<file path="src/rtl/lfob_pkg.sv">
// package: shared types, register map and constants of the line follow controller
`default_nettype none

package lfob_pkg;

    localparam int TIME_BITS   = 32;
    localparam int ECHO_BITS   = 15;
    localparam int DUTY_BITS   = 8;
    localparam int MS_BITS     = 16;
    localparam int ADDR_BITS   = 5;
    localparam int DATA_BITS   = 32;
    localparam int IN_BITS     = 64;
    localparam int OUT_BITS    = 32;

    localparam logic [DUTY_BITS-1:0] BYPASS_DROP = DUTY_BITS'(50);

    // direction patterns: bit0 left fwd, bit1 left back, bit2 right fwd, bit3 right back
    localparam logic [3:0] DIR_FWD   = 4'h5;
    localparam logic [3:0] DIR_BACK  = 4'hA;
    localparam logic [3:0] DIR_LEFT  = 4'h6;
    localparam logic [3:0] DIR_RIGHT = 4'h9;

    typedef enum logic [2:0] {
        MODE_FWD   = 3'd0,
        MODE_LEFT  = 3'd1,
        MODE_RIGHT = 3'd2,
        MODE_STOP  = 3'd3,
        MODE_AVOID = 3'd4
    } mode_t;

    typedef enum logic [2:0] {
        STEP_REVERSE = 3'd0,
        STEP_TURN_L  = 3'd1,
        STEP_BYPASS1 = 3'd2,
        STEP_TURN_R1 = 3'd3,
        STEP_BYPASS2 = 3'd4,
        STEP_TURN_R2 = 3'd5,
        STEP_SEARCH  = 3'd6
    } step_t;

    typedef enum logic [2:0] {
        REG_HOLDOFF  = 3'd0,
        REG_OBST     = 3'd1,
        REG_FWD_SPD  = 3'd2,
        REG_TURN_SPD = 3'd3,
        REG_REV_SPD  = 3'd4,
        REG_TURN_MS  = 3'd5,
        REG_BYPASS   = 3'd6,
        REG_SEARCH   = 3'd7
    } reg_idx_t;

    typedef struct packed {
        logic [MS_BITS-1:0]   holdoff_ms;
        logic [ECHO_BITS-1:0] obstacle_echo_us;
        logic [DUTY_BITS-1:0] forward_speed;
        logic [DUTY_BITS-1:0] turn_speed;
        logic [DUTY_BITS-1:0] reverse_speed;
        logic [MS_BITS-1:0]   turn_ms;
        logic [MS_BITS-1:0]   bypass_ms;
        logic [MS_BITS-1:0]   search_timeout_ms;
    } cfg_t;

    typedef struct packed {
        logic [TIME_BITS-1:0] time_ms;
        logic                 left_line;
        logic                 right_line;
        logic [ECHO_BITS-1:0] left_echo_us;
        logic [ECHO_BITS-1:0] right_echo_us;
    } item_t;

    typedef struct packed {
        logic [DUTY_BITS-1:0] left_duty;
        logic [DUTY_BITS-1:0] right_duty;
        logic [3:0]           dir;
        mode_t                mode;
        logic [2:0]           avoid_step;
    } result_t;

endpackage

`default_nettype wire

</file>
<file path="src/rtl/lfob_regs.sv">
// configuration register file behind the apb port
`default_nettype none

module lfob_regs
    import lfob_pkg::*;
(
    input  wire logic                 clk,
    input  wire logic                 rst_n,
    input  wire logic                 psel,
    input  wire logic                 penable,
    input  wire logic                 pwrite,
    input  wire logic [ADDR_BITS-1:0] paddr,
    input  wire logic [DATA_BITS-1:0] pwdata,
    output logic      [DATA_BITS-1:0] prdata,
    output logic                      pready,
    output cfg_t                      cfg
);

    cfg_t     cfg_reg;
    cfg_t     cfg_next;
    reg_idx_t idx;
    logic     wr_en;

    assign pready = 1'b1;
    assign idx    = reg_idx_t'(paddr[ADDR_BITS-1:2]);
    assign wr_en  = psel && penable && pwrite && pready;
    assign cfg    = cfg_reg;

    always_comb
    begin
        cfg_next = cfg_reg;
        if (wr_en)
        begin
            case (idx)
                REG_HOLDOFF:  cfg_next.holdoff_ms        = pwdata[MS_BITS-1:0];
                REG_OBST:     cfg_next.obstacle_echo_us  = pwdata[ECHO_BITS-1:0];
                REG_FWD_SPD:  cfg_next.forward_speed     = pwdata[DUTY_BITS-1:0];
                REG_TURN_SPD: cfg_next.turn_speed        = pwdata[DUTY_BITS-1:0];
                REG_REV_SPD:  cfg_next.reverse_speed     = pwdata[DUTY_BITS-1:0];
                REG_TURN_MS:  cfg_next.turn_ms           = pwdata[MS_BITS-1:0];
                REG_BYPASS:   cfg_next.bypass_ms         = pwdata[MS_BITS-1:0];
                REG_SEARCH:   cfg_next.search_timeout_ms = pwdata[MS_BITS-1:0];
                default:      cfg_next = cfg_reg;
            endcase
        end
    end

    always_comb
    begin
        case (idx)
            REG_HOLDOFF:  prdata = DATA_BITS'(cfg_reg.holdoff_ms);
            REG_OBST:     prdata = DATA_BITS'(cfg_reg.obstacle_echo_us);
            REG_FWD_SPD:  prdata = DATA_BITS'(cfg_reg.forward_speed);
            REG_TURN_SPD: prdata = DATA_BITS'(cfg_reg.turn_speed);
            REG_REV_SPD:  prdata = DATA_BITS'(cfg_reg.reverse_speed);
            REG_TURN_MS:  prdata = DATA_BITS'(cfg_reg.turn_ms);
            REG_BYPASS:   prdata = DATA_BITS'(cfg_reg.bypass_ms);
            REG_SEARCH:   prdata = DATA_BITS'(cfg_reg.search_timeout_ms);
            default:      prdata = '0;
        endcase
    end

    always_ff @(posedge clk or negedge rst_n)
    begin
        if (!rst_n)
        begin
            cfg_reg.holdoff_ms        <= MS_BITS'(100);
            cfg_reg.obstacle_echo_us  <= ECHO_BITS'(1161);
            cfg_reg.forward_speed     <= DUTY_BITS'(150);
            cfg_reg.turn_speed        <= DUTY_BITS'(90);
            cfg_reg.reverse_speed     <= DUTY_BITS'(90);
            cfg_reg.turn_ms           <= MS_BITS'(1000);
            cfg_reg.bypass_ms         <= MS_BITS'(3000);
            cfg_reg.search_timeout_ms <= MS_BITS'(5000);
        end
        else
        begin
            cfg_reg <= cfg_next;
        end
    end

endmodule

`default_nettype wire

</file>
<file path="src/rtl/lfob_ctrl.sv">
// mode and avoidance state machine with held motor drive registers
`default_nettype none

module lfob_ctrl
    import lfob_pkg::*;
(
    input  wire logic clk,
    input  wire logic rst_n,
    input  wire logic fire,
    input  item_t     item,
    input  cfg_t      cfg,
    output result_t   res_next
);

    mode_t                mode_reg, mode_next;
    step_t                step_reg, step_next;
    logic [TIME_BITS-1:0] last_change_reg, last_change_next;
    logic [TIME_BITS-1:0] step_start_reg, step_start_next;
    logic [DUTY_BITS-1:0] left_duty_reg, left_duty_next;
    logic [DUTY_BITS-1:0] right_duty_reg, right_duty_next;
    logic [3:0]           dir_reg, dir_next;

    logic                 obst;
    logic [TIME_BITS-1:0] dt_step;
    logic [TIME_BITS-1:0] dt_last;
    logic [DUTY_BITS-1:0] bypass_duty;
    mode_t                pick;

    assign obst = (item.left_echo_us != '0 && item.left_echo_us < cfg.obstacle_echo_us)
               || (item.right_echo_us != '0 && item.right_echo_us < cfg.obstacle_echo_us);
    assign dt_step = item.time_ms - step_start_reg;
    assign dt_last = item.time_ms - last_change_reg;
    assign bypass_duty = (cfg.forward_speed >= BYPASS_DROP)
                       ? cfg.forward_speed - BYPASS_DROP : '0;

    always_comb
    begin
        if (item.left_line && item.right_line && !obst)
            pick = MODE_FWD;
        else if (!item.left_line && item.right_line)
            pick = MODE_LEFT;
        else if (item.left_line && !item.right_line)
            pick = MODE_RIGHT;
        else if (obst)
            pick = MODE_AVOID;
        else
            pick = MODE_STOP;
    end

    always_comb
    begin
        mode_next        = mode_reg;
        step_next        = step_reg;
        last_change_next = last_change_reg;
        step_start_next  = step_start_reg;
        left_duty_next   = left_duty_reg;
        right_duty_next  = right_duty_reg;
        dir_next         = dir_reg;

        if (mode_reg == MODE_AVOID)
        begin
            case (step_reg)
                STEP_REVERSE:
                begin
                    left_duty_next  = cfg.reverse_speed;
                    right_duty_next = cfg.reverse_speed;
                    dir_next        = DIR_BACK;
                    if (!obst)
                    begin
                        step_next       = STEP_TURN_L;
                        step_start_next = item.time_ms;
                    end
                end
                STEP_TURN_L, STEP_TURN_R1, STEP_TURN_R2:
                begin
                    left_duty_next  = cfg.turn_speed;
                    right_duty_next = cfg.turn_speed;
                    dir_next        = (step_reg == STEP_TURN_L) ? DIR_LEFT : DIR_RIGHT;
                    if (dt_step >= TIME_BITS'(cfg.turn_ms))
                    begin
                        step_next       = step_t'(step_reg + 3'd1);
                        step_start_next = item.time_ms;
                    end
                end
                STEP_BYPASS1, STEP_BYPASS2:
                begin
                    left_duty_next  = bypass_duty;
                    right_duty_next = bypass_duty;
                    dir_next        = DIR_FWD;
                    if (dt_step >= TIME_BITS'(cfg.bypass_ms))
                    begin
                        step_next       = step_t'(step_reg + 3'd1);
                        step_start_next = item.time_ms;
                    end
                end
                STEP_SEARCH:
                begin
                    if (!item.left_line && !item.right_line)
                    begin
                        left_duty_next  = bypass_duty;
                        right_duty_next = bypass_duty;
                        dir_next        = DIR_FWD;
                        if (dt_step >= TIME_BITS'(cfg.search_timeout_ms))
                        begin
                            left_duty_next  = '0;
                            right_duty_next = '0;
                            mode_next       = MODE_STOP;
                        end
                    end
                    else
                    begin
                        mode_next = MODE_STOP;
                    end
                end
                default:
                begin
                    step_next = step_reg;
                end
            endcase
        end
        else if (dt_last >= TIME_BITS'(cfg.holdoff_ms) && pick != mode_reg)
        begin
            mode_next        = pick;
            last_change_next = item.time_ms;
            case (pick)
                MODE_FWD:
                begin
                    left_duty_next  = cfg.forward_speed;
                    right_duty_next = cfg.forward_speed;
                    dir_next        = DIR_FWD;
                end
                MODE_LEFT:
                begin
                    left_duty_next  = cfg.turn_speed;
                    right_duty_next = cfg.turn_speed;
                    dir_next        = DIR_LEFT;
                end
                MODE_RIGHT:
                begin
                    left_duty_next  = cfg.turn_speed;
                    right_duty_next = cfg.turn_speed;
                    dir_next        = DIR_RIGHT;
                end
                MODE_AVOID:
                begin
                    step_next       = STEP_REVERSE;
                    step_start_next = item.time_ms;
                end
                default:
                begin
                    left_duty_next  = '0;
                    right_duty_next = '0;
                end
            endcase
        end
    end

    assign res_next.left_duty  = left_duty_next;
    assign res_next.right_duty = right_duty_next;
    assign res_next.dir        = dir_next;
    assign res_next.mode       = mode_next;
    assign res_next.avoid_step = step_next;

    always_ff @(posedge clk or negedge rst_n)
    begin
        if (!rst_n)
        begin
            mode_reg        <= MODE_STOP;
            step_reg        <= STEP_REVERSE;
            last_change_reg <= '0;
            step_start_reg  <= '0;
            left_duty_reg   <= '0;
            right_duty_reg  <= '0;
            dir_reg         <= '0;
        end
        else if (fire)
        begin
            mode_reg        <= mode_next;
            step_reg        <= step_next;
            last_change_reg <= last_change_next;
            step_start_reg  <= step_start_next;
            left_duty_reg   <= left_duty_next;
            right_duty_reg  <= right_duty_next;
            dir_reg         <= dir_next;
        end
    end

endmodule

`default_nettype wire

</file>
<file path="src/rtl/line_follow_obstacle_bypass_fsm_unit.sv">
// top level: stream ports, input and result registers, config port
// path: an input transaction is held in the input register, then its result in the result register with tvalid
// throughput: one transaction per cycle while m_axis_tready holds, set by the single state update stage
// the input register still takes one transaction while a result waits, then tready drops
// reset: asynchronous active low; mode stopped, motors off, registers at defaults
`default_nettype none

module line_follow_obstacle_bypass_fsm_unit
    import lfob_pkg::*;
(
    input  wire logic                 clk,
    input  wire logic                 rst_n,
    input  wire logic                 s_axis_tvalid,
    output logic                      s_axis_tready,
    // time_ms[31:0], left_line[32], right_line[33], left_echo_us[48:34], right_echo_us[63:49]
    input  wire logic [IN_BITS-1:0]   s_axis_tdata,
    output logic                      m_axis_tvalid,
    input  wire logic                 m_axis_tready,
    // left_duty[7:0], right_duty[15:8], left_fwd[16], left_back[17], right_fwd[18],
    // right_back[19], mode[22:20], avoid_step[25:23], zero pad[31:26]
    output logic      [OUT_BITS-1:0]  m_axis_tdata,
    input  wire logic                 psel,
    input  wire logic                 penable,
    input  wire logic                 pwrite,
    input  wire logic [ADDR_BITS-1:0] paddr,
    input  wire logic [DATA_BITS-1:0] pwdata,
    output logic      [DATA_BITS-1:0] prdata,
    output logic                      pready
);

    cfg_t    cfg;
    item_t   in_item_reg, in_item_next;
    logic    in_valid_reg, in_valid_next;
    logic    out_valid_reg, out_valid_next;
    result_t out_res_reg, out_res_next;
    result_t res_next;
    logic    s_fire;
    logic    advance;

    lfob_regs u_regs
    (
        .clk     (clk),
        .rst_n   (rst_n),
        .psel    (psel),
        .penable (penable),
        .pwrite  (pwrite),
        .paddr   (paddr),
        .pwdata  (pwdata),
        .prdata  (prdata),
        .pready  (pready),
        .cfg     (cfg)
    );

    lfob_ctrl u_ctrl
    (
        .clk      (clk),
        .rst_n    (rst_n),
        .fire     (advance),
        .item     (in_item_reg),
        .cfg      (cfg),
        .res_next (res_next)
    );

    assign advance       = in_valid_reg && (!out_valid_reg || m_axis_tready);
    assign s_axis_tready = !in_valid_reg || advance;
    assign s_fire        = s_axis_tvalid && s_axis_tready;

    always_comb
    begin
        in_item_next  = in_item_reg;
        in_valid_next = in_valid_reg;
        if (s_fire)
        begin
            in_item_next.time_ms       = s_axis_tdata[31:0];
            in_item_next.left_line     = s_axis_tdata[32];
            in_item_next.right_line    = s_axis_tdata[33];
            in_item_next.left_echo_us  = s_axis_tdata[48:34];
            in_item_next.right_echo_us = s_axis_tdata[63:49];
            in_valid_next              = 1'b1;
        end
        else if (advance)
        begin
            in_valid_next = 1'b0;
        end
    end

    always_comb
    begin
        out_res_next   = out_res_reg;
        out_valid_next = out_valid_reg;
        if (advance)
        begin
            out_res_next   = res_next;
            out_valid_next = 1'b1;
        end
        else if (m_axis_tready)
        begin
            out_valid_next = 1'b0;
        end
    end

    always_ff @(posedge clk or negedge rst_n)
    begin
        if (!rst_n)
        begin
            in_valid_reg  <= 1'b0;
            out_valid_reg <= 1'b0;
        end
        else
        begin
            in_valid_reg  <= in_valid_next;
            out_valid_reg <= out_valid_next;
        end
    end

    always_ff @(posedge clk)
    begin
        in_item_reg <= in_item_next;
        out_res_reg <= out_res_next;
    end

    assign m_axis_tvalid = out_valid_reg;
    assign m_axis_tdata  = {6'd0, out_res_reg.avoid_step, out_res_reg.mode,
                            out_res_reg.dir, out_res_reg.right_duty, out_res_reg.left_duty};

endmodule

`default_nettype wire
</file>
<file path="config.mk">
export PLATFORM = sky130hd
export DESIGN_NAME = line_follow_obstacle_bypass_fsm_unit
export DESIGN_NICKNAME = d
export VERILOG_FILES = /design/src/rtl/lfob_pkg.sv /design/src/rtl/lfob_regs.sv /design/src/rtl/lfob_ctrl.sv /design/src/rtl/line_follow_obstacle_bypass_fsm_unit.sv
export SDC_FILE = /design/constraint.sdc
export NUM_CORES = 1
export LEC_CHECK = 0
export BUFFER_PORTS_ARGS = -buffer_cell sky130_fd_sc_hd__buf_2
export CORE_AREA = 8 8 195 197
export DETAILED_ROUTE_END_ITERATION = 8
export DIE_AREA = 0 0 203 205
export PLACE_DENSITY = 0.71
export SYNTH_ARGS = -nofsm -noshare
export SYNTH_HDL_FRONTEND = slang
export SYNTH_SLANG_ARGS = --single-unit
</file>
<file path="constraint.sdc">
create_clock -name clk -period 6.33 [get_ports clk]
set_input_delay 1.266 -clock clk [delete_from_list [all_inputs] [get_ports clk]]
set_output_delay 1.266 -clock clk [all_outputs]
set_load 0.1 [all_outputs]
</file>
-- Word-level counts from Yosys, hierarchy flattened
Index checks and enable logic that the tools add are counted.
- output and inout bits: 67
- input bits: 108
- flip-flop bits (word level): 285
- logic and storage cells: 149
- eq/ne operators: 22
- reductions and logical operators: 42
- bitwise operators: 1
- $add $sub $neg: 4
- multiplexer cells: 46
- magnitude comparators: 7
- operator list (cell ; number):
    one-hot mux 32 bit (8 select lines) ; 1
    two-way mux 32 bit ; 6
    >= comparator 32 x 16 -> 1 bit ; 4
    one-hot mux 32 bit (3 select lines) ; 1
    two-way mux 8 bit ; 8
    one-hot mux 8 bit (4 select lines) ; 2
    subtractor 32 bit ; 2
    one-hot mux 8 bit (3 select lines) ; 2
    two-way mux 3 bit ; 15
    < comparator 15 bit ; 2
    nonzero test 15 bit ; 2
    == test 3 bit, second input constant ; 9
    two-way mux 4 bit ; 4
    one-hot mux 4 bit (4 select lines) ; 1
    AND reduction 2 bit ; 8
    == test 3 x 2 -> 1 bit, second input constant ; 5
    logical AND 1 bit ; 12
    one-hot mux 4 bit (3 select lines) ; 1
    == test 3 x 1 -> 1 bit, second input constant ; 3
    logical NOT 3 bit ; 3
    != test 3 bit, second input constant ; 3
    one-hot mux 3 bit (3 select lines) ; 1
    >= comparator 8 x 6 -> 1 bit, second input constant ; 1
    nonzero test 2 bit ; 4
    other kinds (12) ; 22

-- Depth between registers and ports, before layout
Gate-level depths: netlist of run 1.
- depth in word-level cells: 12
- depth in mapped cells: 24
- depth with buffers taken out: 22

-- Modules after synthesis
A second synthesis of run 1 with hierarchy kept.
- cell total of the unflattened synthesis: 1931
- area total of the unflattened synthesis: 19000.7 um^2
- modules (own cells, without submodules) (module ; cells each ; area each (um^2) ; instances ; seq. area each (um^2)):
    lfob_ctrl ; 1453 ; 11168.2 ; 1 ; 2254.7
    lfob_regs ; 373 ; 4977.3 ; 1 ; 2623.8
    line_follow_obstacle_bypass_fsm_unit ; 105 ; 2855.2 ; 1 ; 2752.6

-- Least setup slack after synthesis of run 1
OpenSTA, ideal clock, no wires.
- kind: input -> output
- from: input paddr[2]
- to: output prdata[14]
- arrival time: 4.548 ns
- cell stages on the path: 5
- path buffers: 3
- path slack: 0.516 ns
- required time: 5.064 ns
- cell sequence: clkbuf_1 -> buf_1 -> buf_1 -> mux2i_1 -> o21ai_0
- cells in the longest elaborated chain, start to end: 2
- elaborated cells between the ends (all ways): 9
- those cells by class: eq/ne (7); mux (1); reduce/logical (1)
- ends and longest elaborated chain (what ; RTL line ; text):
    from (decl) ; line_follow_obstacle_bypass_fsm_unit.sv:25 ; input wire logic [ADDR_BITS-1:0] paddr,
    == test 3 bit (tied with other cells) ; lfob_regs.sv:50 ; case (idx)
    one-hot mux 32 bit (8 select lines) * ; lfob_regs.sv:50 ;
    to (decl) ; line_follow_obstacle_bypass_fsm_unit.sv:27 ; output logic [DATA_BITS-1:0] prdata,
Every way passes the cells marked *; elsewhere a longest branch is shown, timed or not. The select of a mux whose other input is x is not followed.

==> flow_summary.yaml, run 1 <==
floorplan:
  floorplan.die.width_um: 203
  core_region_area_mm2: 0.0350
  start_util: 0.544
  io_pins: 175
  rows: 69
  dieArea_mm2: 0.0416
  die_h_um: 205
timing:
  rsz0062_at_grt: "no"
  max_freq_ghz: 0.171
  setup_viol: 0
  slew_viol_final: 0
  period_minus_slack_ns: 5.84
  finalHoldViolations: 0
  setup_tns_ns: 0
  fin_crit_sh: 0.923
  worst_pin_slew_ns: 1.08
  max_slew_margin: 0.281
  skew_ns: 0.0298
logic_synthesis:
  yosys_warnings: 0
  synth.yosys.seq_area_share: 0.401
  synth_edf_count: 90
  synth_top_cell_area_share: 0.205
  synthCells: 2029
  ys.flop_type: "dfrtp_1"
  async_flop_share: 0.684
  synth-xor-area-share: 0.0203
  synthMuxAreaShare: 0.0744
  synth_area_leaders: "dfrtp_1 (21%), edfxtp_1 (14%), ha_1 (11%), dfstp_2 (5.4%), mux2_2 (5.3%)"
  synth_top_family_by_area: "compound AO/OA/AOI/OAI gates"
  syn_area_per_cell_um2: 9.37
  synth_cell_types: 80
  synth_compound_area_frac: 0.202
  synth-adder-area-share: 0.109
  synth_top_cell_by_area: "dfrtp_1"
  syn_area_mm2: 0.0190
  synth-simple-area-share: 0.128
  yosys_register_bits: 285
cells_and_area:
  fin_util: 0.606
  nets: 2410
  most-common-layout-cells: "nand2_1 (198), inv_1 (191), o21ai_0 (178)"
  nFillCells: 3026
  syn_to_final_growth_pct: 11.5
  multi_input_area_mm2: 0.0102
  final_common_cell: "nand2_1"
  drive_gt1_frac: 0.168
  largest_reg_flops: 103
  seqCellArea_mm2: 0.00763
  antennaDiodeCount: 0
clocking:
  post_cts_buffers: 0
  postCtsResizedCells: 0
  insertion_delay_ns: 0.56
  ctsHoldBuffers: 0
  cts.path.max_buffers: 3
  ctsHtreeMaxLevel: 2
  tritoncts: "done"
  cts_buffers: 35
  cts_root_buf: "clkbuf_16"
  cts_num_sinks: 285
  clkTransAtPathRegs_ns: 0.06
setup_path:
  cp_max_fo: 16
  cp-startpoint: "in_item_reg[33]"
  endpoint_kind: "register"
  critical_path_class: "reg2reg"
  r2r_start: "in_item_reg[33]"
  worstPathRequired_ns: 6.73
  cp-start-kind: "register"
  arrival_ns: 6.24
global_route:
  grt_pass1_wl_mm: 83.2
  grt_pass1_vias: 15800
  grt-ovfl-total: 0
  grtUsageTotal: 0.249
  grt_max_degree: 98
  antenna_found_initial: 0
drt:
  wl_met2_mm: 25.7
  highest_layer: "met4"
  drtIter0Drc: 1076
  routed_via_density: 6.09
  dr.pass1.iters: 6
  finalWirelength_mm: 53.2
  wl_met3_mm: 3.77
  postRouteAntennaNets: 0
  vias: 16000
  drcViolationCount: 0
  wl_per_cell_um: 20.3
  wl_met1_mm: 21.7
placement:
  io_buffers: 133
  gp_congestion: 0.944
  hpwl_mm: 39.9
outcome:
  status: "complete, no violations"
power_and_ir_drop:
  total_leakage_power_uw: 0.00943
  power_density_mw_per_mm2: 516
  vdd_drop_max_uv: 344
worst_hold_path:
  worstHoldStart: "u_ctrl.left_duty_reg[4]"
  worstHoldPathType: "reg2reg"
run:
  cap_violations: 0
logic make-up after synthesis:
| logic type | count (synthesis) |
|---|---|
| xor gates and xnor gates | 44 |
| buffers and inverters | 293 |
| and+or+nand+nor | 512 |
| other | 2 |
| adders and majority gates | 165 |
| muxes | 127 |
| DFF | 285 |
| AOI/OAI and AO/OA | 601 |
synth_stat cells, types with 13 or more instances:
library cell / n
nand2_1: 198
inv_1: 191
o21ai_0: 178
ha_1: 163
dfrtp_1: 156
a21oi_1: 150
nor2_1: 94
edfxtp_1: 90
mux2_2: 90
clkbuf_1: 58
nor3_1: 48
a21o_1: 39
dfstp_2: 39
mux2i_1: 30
nand2b_1: 30
nand3_1: 29
xnor2_1: 26
buf_4: 25
o211ai_1: 24
a211oi_1: 18
a221oi_1: 18
nand4_1: 18
xor2_1: 18
a22oi_1: 17
nor2b_1: 16
or3_1: 16
a31oi_1: 15
nor4_1: 13
final timing paths:
path	cells after the start	to	slack [ns]
setup / recovery	21	m_axis_tdata[7]	0.49
hold reg to reg	1	u_ctrl.left_duty_reg[4]	0.48
min in group asynchronous	1	u_ctrl.step_start_reg[11]	0.80
hold / removal	1	u_ctrl.left_duty_reg[4]	0.48
setup reg to reg	21	m_axis_tdata[7]	0.49
max in group asynchronous	2	u_regs.cfg[67]	4.31
metrics by stage:
| stage | hold WS, ns | power (uW) | setup slack [ns] | area, um^2 | cells |
|---|---|---|---|---|---|
| floorplan | 0.450 | 7310 | 0.516 | 19100 | 2050 |
| global placement | 0.462 | 8630 | 0.559 | 20000 | 2561 |
| detailed placement | 0.466 | 8800 | 0.472 | 20000 | 2561 |
| CTS | 0.480 | 10900 | 0.474 | 21200 | 2625 |
| global route | 0.489 | 11700 | 0.0783 | 21200 | 2625 |
| finish | 0.480 | 10900 | 0.489 | 21200 | 2625 |
cell type report:
cell class / count / area share
Timing Repair Buffer: 152 / 0.0391
Multi-Input combinational cell: 1472 / 0.483
Inverter: 191 / 0.0338
Clock inverter: 16 / 0.00809
Tap cell: 461 / 0.0272
Sequential cell: 285 / 0.360
Clock buffer: 48 / 0.0485
layer usage:
layer  global-route usage  up-vias
met5                    0        -
met4                0.103        0
met3               0.0490      127
met2                0.426      585
met1                0.306     7728
li1                     -     7559
worst max-delay path, cell delays in order, from the launching register on:
cell and delay (ns):
edfxtp_1 0.46, ha_1 0.32, nor2b_1 0.14, o31a_1 0.28, o31a_1 0.33, o2111ai_1 0.25
nand2_1 0.11, or2_2 0.28, a21oi_1 0.17, xnor2_1 0.14, ha_1 0.26, and3_1 0.19
a221o_1 0.40, a22oi_1 0.20, o2111ai_1 0.14, a221oi_1 0.27, o2111ai_1 0.18, a2111oi_2 0.38
and4_2 0.43, nor2_1 0.28, a22oi_1 0.29, a21boi_0 0.20
power breakdown:
| part | leakage, uW | internal [uW] | switching, uW |
|---|---|---|---|
| clock network | 0.000589 | 1270 | 802 |
| logic | 0.00573 | 2200 | 3850 |
| registers | 0.00312 | 2510 | 306 |
No activity file was read; power rests on OpenSTA's default activity.
==> inputs of run 2 (changes only) <==
--- a/config.mk
+++ b/config.mk
@@ -5,10 +5,11 @@
 export SDC_FILE = /design/constraint.sdc
 export NUM_CORES = 1
 export LEC_CHECK = 0
+export ABC_CLOCK_PERIOD_IN_PS = 6330
 export BUFFER_PORTS_ARGS = -buffer_cell sky130_fd_sc_hd__buf_2
-export CORE_AREA = 8 8 195 197
+export CORE_AREA = 2 2 189 191
 export DETAILED_ROUTE_END_ITERATION = 8
-export DIE_AREA = 0 0 203 205
+export DIE_AREA = 0 0 191 193
 export PLACE_DENSITY = 0.71
 export SYNTH_ARGS = -nofsm -noshare
 export SYNTH_HDL_FRONTEND = slang
==> run 2 against run 1 <==
Effect of this change:
- sequential power about the same
- clock skew down 0.010 ns
- clock power up 2%
- via count about the same
- utilization about the same
- critical endpoint is now u_ctrl.mode_reg[2]
- largest power group unchanged
==> flow_summary.yaml, run 2 (same netlist as run 1, synthesis figures left out) <==
power_and_ir_drop:
  p_clk_frac: 0.192
  p_sw_uw: 5000
  seqPwrFrac: 0.256
  comb_power_share: 0.552
  power_density_mw_per_mm2: 519
  total_leakage_power_uw: 0.00943
  internal_power_uw: 6000
  vdd_drop_max_uv: 299
  power_switching_share: 0.455
clocking:
  ctsHoldBuffers: 0
  cts_buffers: 35
  postCtsResizedCells: 0
  insertion_delay_ns: 0.55
  post_cts_buffers: 0
  cts_root_buf: "clkbuf_16"
  tritoncts: "done"
  clkTransAtPathRegs_ns: 0.06
  ctsHtreeMaxLevel: 2
  cts.path.max_buffers: 3
  cts_num_sinks: 285
placement:
  gp_congestion: 0.954
  dpl_cell_area_mm2: 0.0200
  hpwl_mm: 39.0
  io_buffers: 133
  numPlacedInstances: 2561
setup_path:
  critical_path_class: "reg2reg"
  cp_top_family: "compound AO/OA/AOI/OAI gates"
  arrival_ns: 6.49
  crit_buf_inv: 0
  endpoint_kind: "register"
  reg2reg_to: "u_ctrl.mode_reg[2]"
  slowest_delay_ns: 0.47
  r2r_cells: 21
  path_common_cell: "o2111ai_1"
  worstPathRequired_ns: 6.81
  path_cells: "ha_1 -> nor2b_1 -> o31a_1 -> o31a_1 -> o2111ai_1 -> nand2_1 -> or2_2 -> a21oi_1 -> xnor2_1 -> ha_1 -> and3_1 -> a221o_1 -> a22oi_1 -> o2111ai_1 -> a221oi_1 -> o2111ai_1 -> a2111oi_2 -> and4_1 -> nor2_1 -> nor3_1 -> mux2_2"
  r2r_slack_ns: 0.33
  r2r_start: "in_item_reg[33]"
  cp-start-kind: "register"
  cp_max_fo: 16
  slowest_stage: "edfxtp_1"
cells_and_area:
  final_common_cell: "nand2_1"
  drive_gt1_frac: 0.168
  most-common-layout-cells: "nand2_1 (198), inv_1 (191), o21ai_0 (178)"
  nets: 2410
  antennaDiodeCount: 0
  largest_reg_flops: 103
  fin_area_mm2: 0.0212
  syn_to_final_growth_pct: 11.6
  fin_cells: 2625
drt:
  drtIter0Drc: 1361
  dr.pass1.iters: 6
  routed_via_density: 6.09
  wl_met3_mm: 3.53
  highest_layer: "met4"
  finalWirelength_mm: 52.2
  drcViolationCount: 0
  wl_per_cell_um: 19.9
  wl_met1_mm: 21.6
  vias: 16000
  wl_met2_mm: 25.0
  postRouteAntennaNets: 0
outcome:
  status: "complete, no violations"
floorplan:
  rows: 69
  die_h_um: 193
  start_util: 0.544
  core_region_area_mm2: 0.0350
  dieArea_mm2: 0.0369
  io_pins: 175
  floorplan.die.width_um: 191
global_route:
  grtUsageTotal: 0.285
  antenna_found_initial: 0
  grt-ovfl-total: 0
  grt_pass1_wl_mm: 82.0
  grt_pass1_vias: 15600
  grt_max_degree: 83
worst_hold_path:
  worstHoldStart: "u_ctrl.left_duty_reg[4]"
  worstHoldPathType: "reg2reg"
  min_to: "u_ctrl.left_duty_reg[4]"
  hold_depth: 1
timing:
  max_slew_margin: 0.156
  finalHoldViolations: 0
  slew_viol_final: 0
  skew_ns: 0.0196
  rsz0062_at_grt: "no"
  holdWs_ns: 0.475
  fin_crit_sh: 0.948
  max_freq_ghz: 0.167
  period_minus_slack_ns: 6.00
  setup_tns_ns: 0
  setup_viol: 0
  worst_pin_slew_ns: 1.26
run:
  cap_violations: 0
==> run 2: cell types whose count changed in the layout (fill, tap and decap cells not counted), sizes merged <==
cell	previous run	this run
clkbuf	49	45
bufinv	3	5
clkinv	10	11
clkinvlp	2	3
==> run 2: area by class of cell <==
class	instances	area (um^2)
clock inverters	20	249
flip-flops and latches	285	7630
well taps	461	577
inverters	191	717
clock buffers	44	962
multi-input cells	1472	10200
fillers	3046	13800
repair buffers	152	830
==> run 2: how the worst max path moves through the flow <==
stage | startpoint | endpoint | cells past startpoint
5_1_grt | in_item_reg[33] | m_axis_tdata[7] | 21
3_3_place_gp | in_item_reg[33] | m_axis_tdata[15] | 21
2_1_floorplan | paddr[2] | prdata[14] | 5
6_report | in_item_reg[33] | u_ctrl.mode_reg[2] | 21
4_1_cts | in_item_reg[33] | m_axis_tdata[7] | 21
3_5_place_dp | in_item_reg[33] | m_axis_tdata[7] | 21
==> run 2: power by group through the flow <==
stage | sequential, uW | combinational, uW | clock, uW
2_1_floorplan | 3160 | 4140 | 0
3_3_place_gp | 2820 | 5810 | 0
6_report | 2820 | 6070 | 2110
3_5_place_dp | 2840 | 5960 | 0
5_1_grt | 2880 | 6700 | 2230
4_1_cts | 2820 | 6000 | 2160
==> run 2: metal layers <==
metal | up-vias | track usage
met4 | 0 | 0.117
li1 | 7540 | -
met2 | 617 | 0.484
met3 | 121 | 0.0442
met1 | 7714 | 0.364
met5 | - | 0
==> run 2: per-stage QoR <==
step           power (uW)  setup WS [ns]   util
2_1_floorplan        7310          0.516      -
4_1_cts             11000          0.416  0.607
6_report            11000          0.326  0.607
3_5_place_dp         8800          0.450  0.572
5_1_grt             11800        0.00305  0.607
3_3_place_gp         8630          0.572  0.572
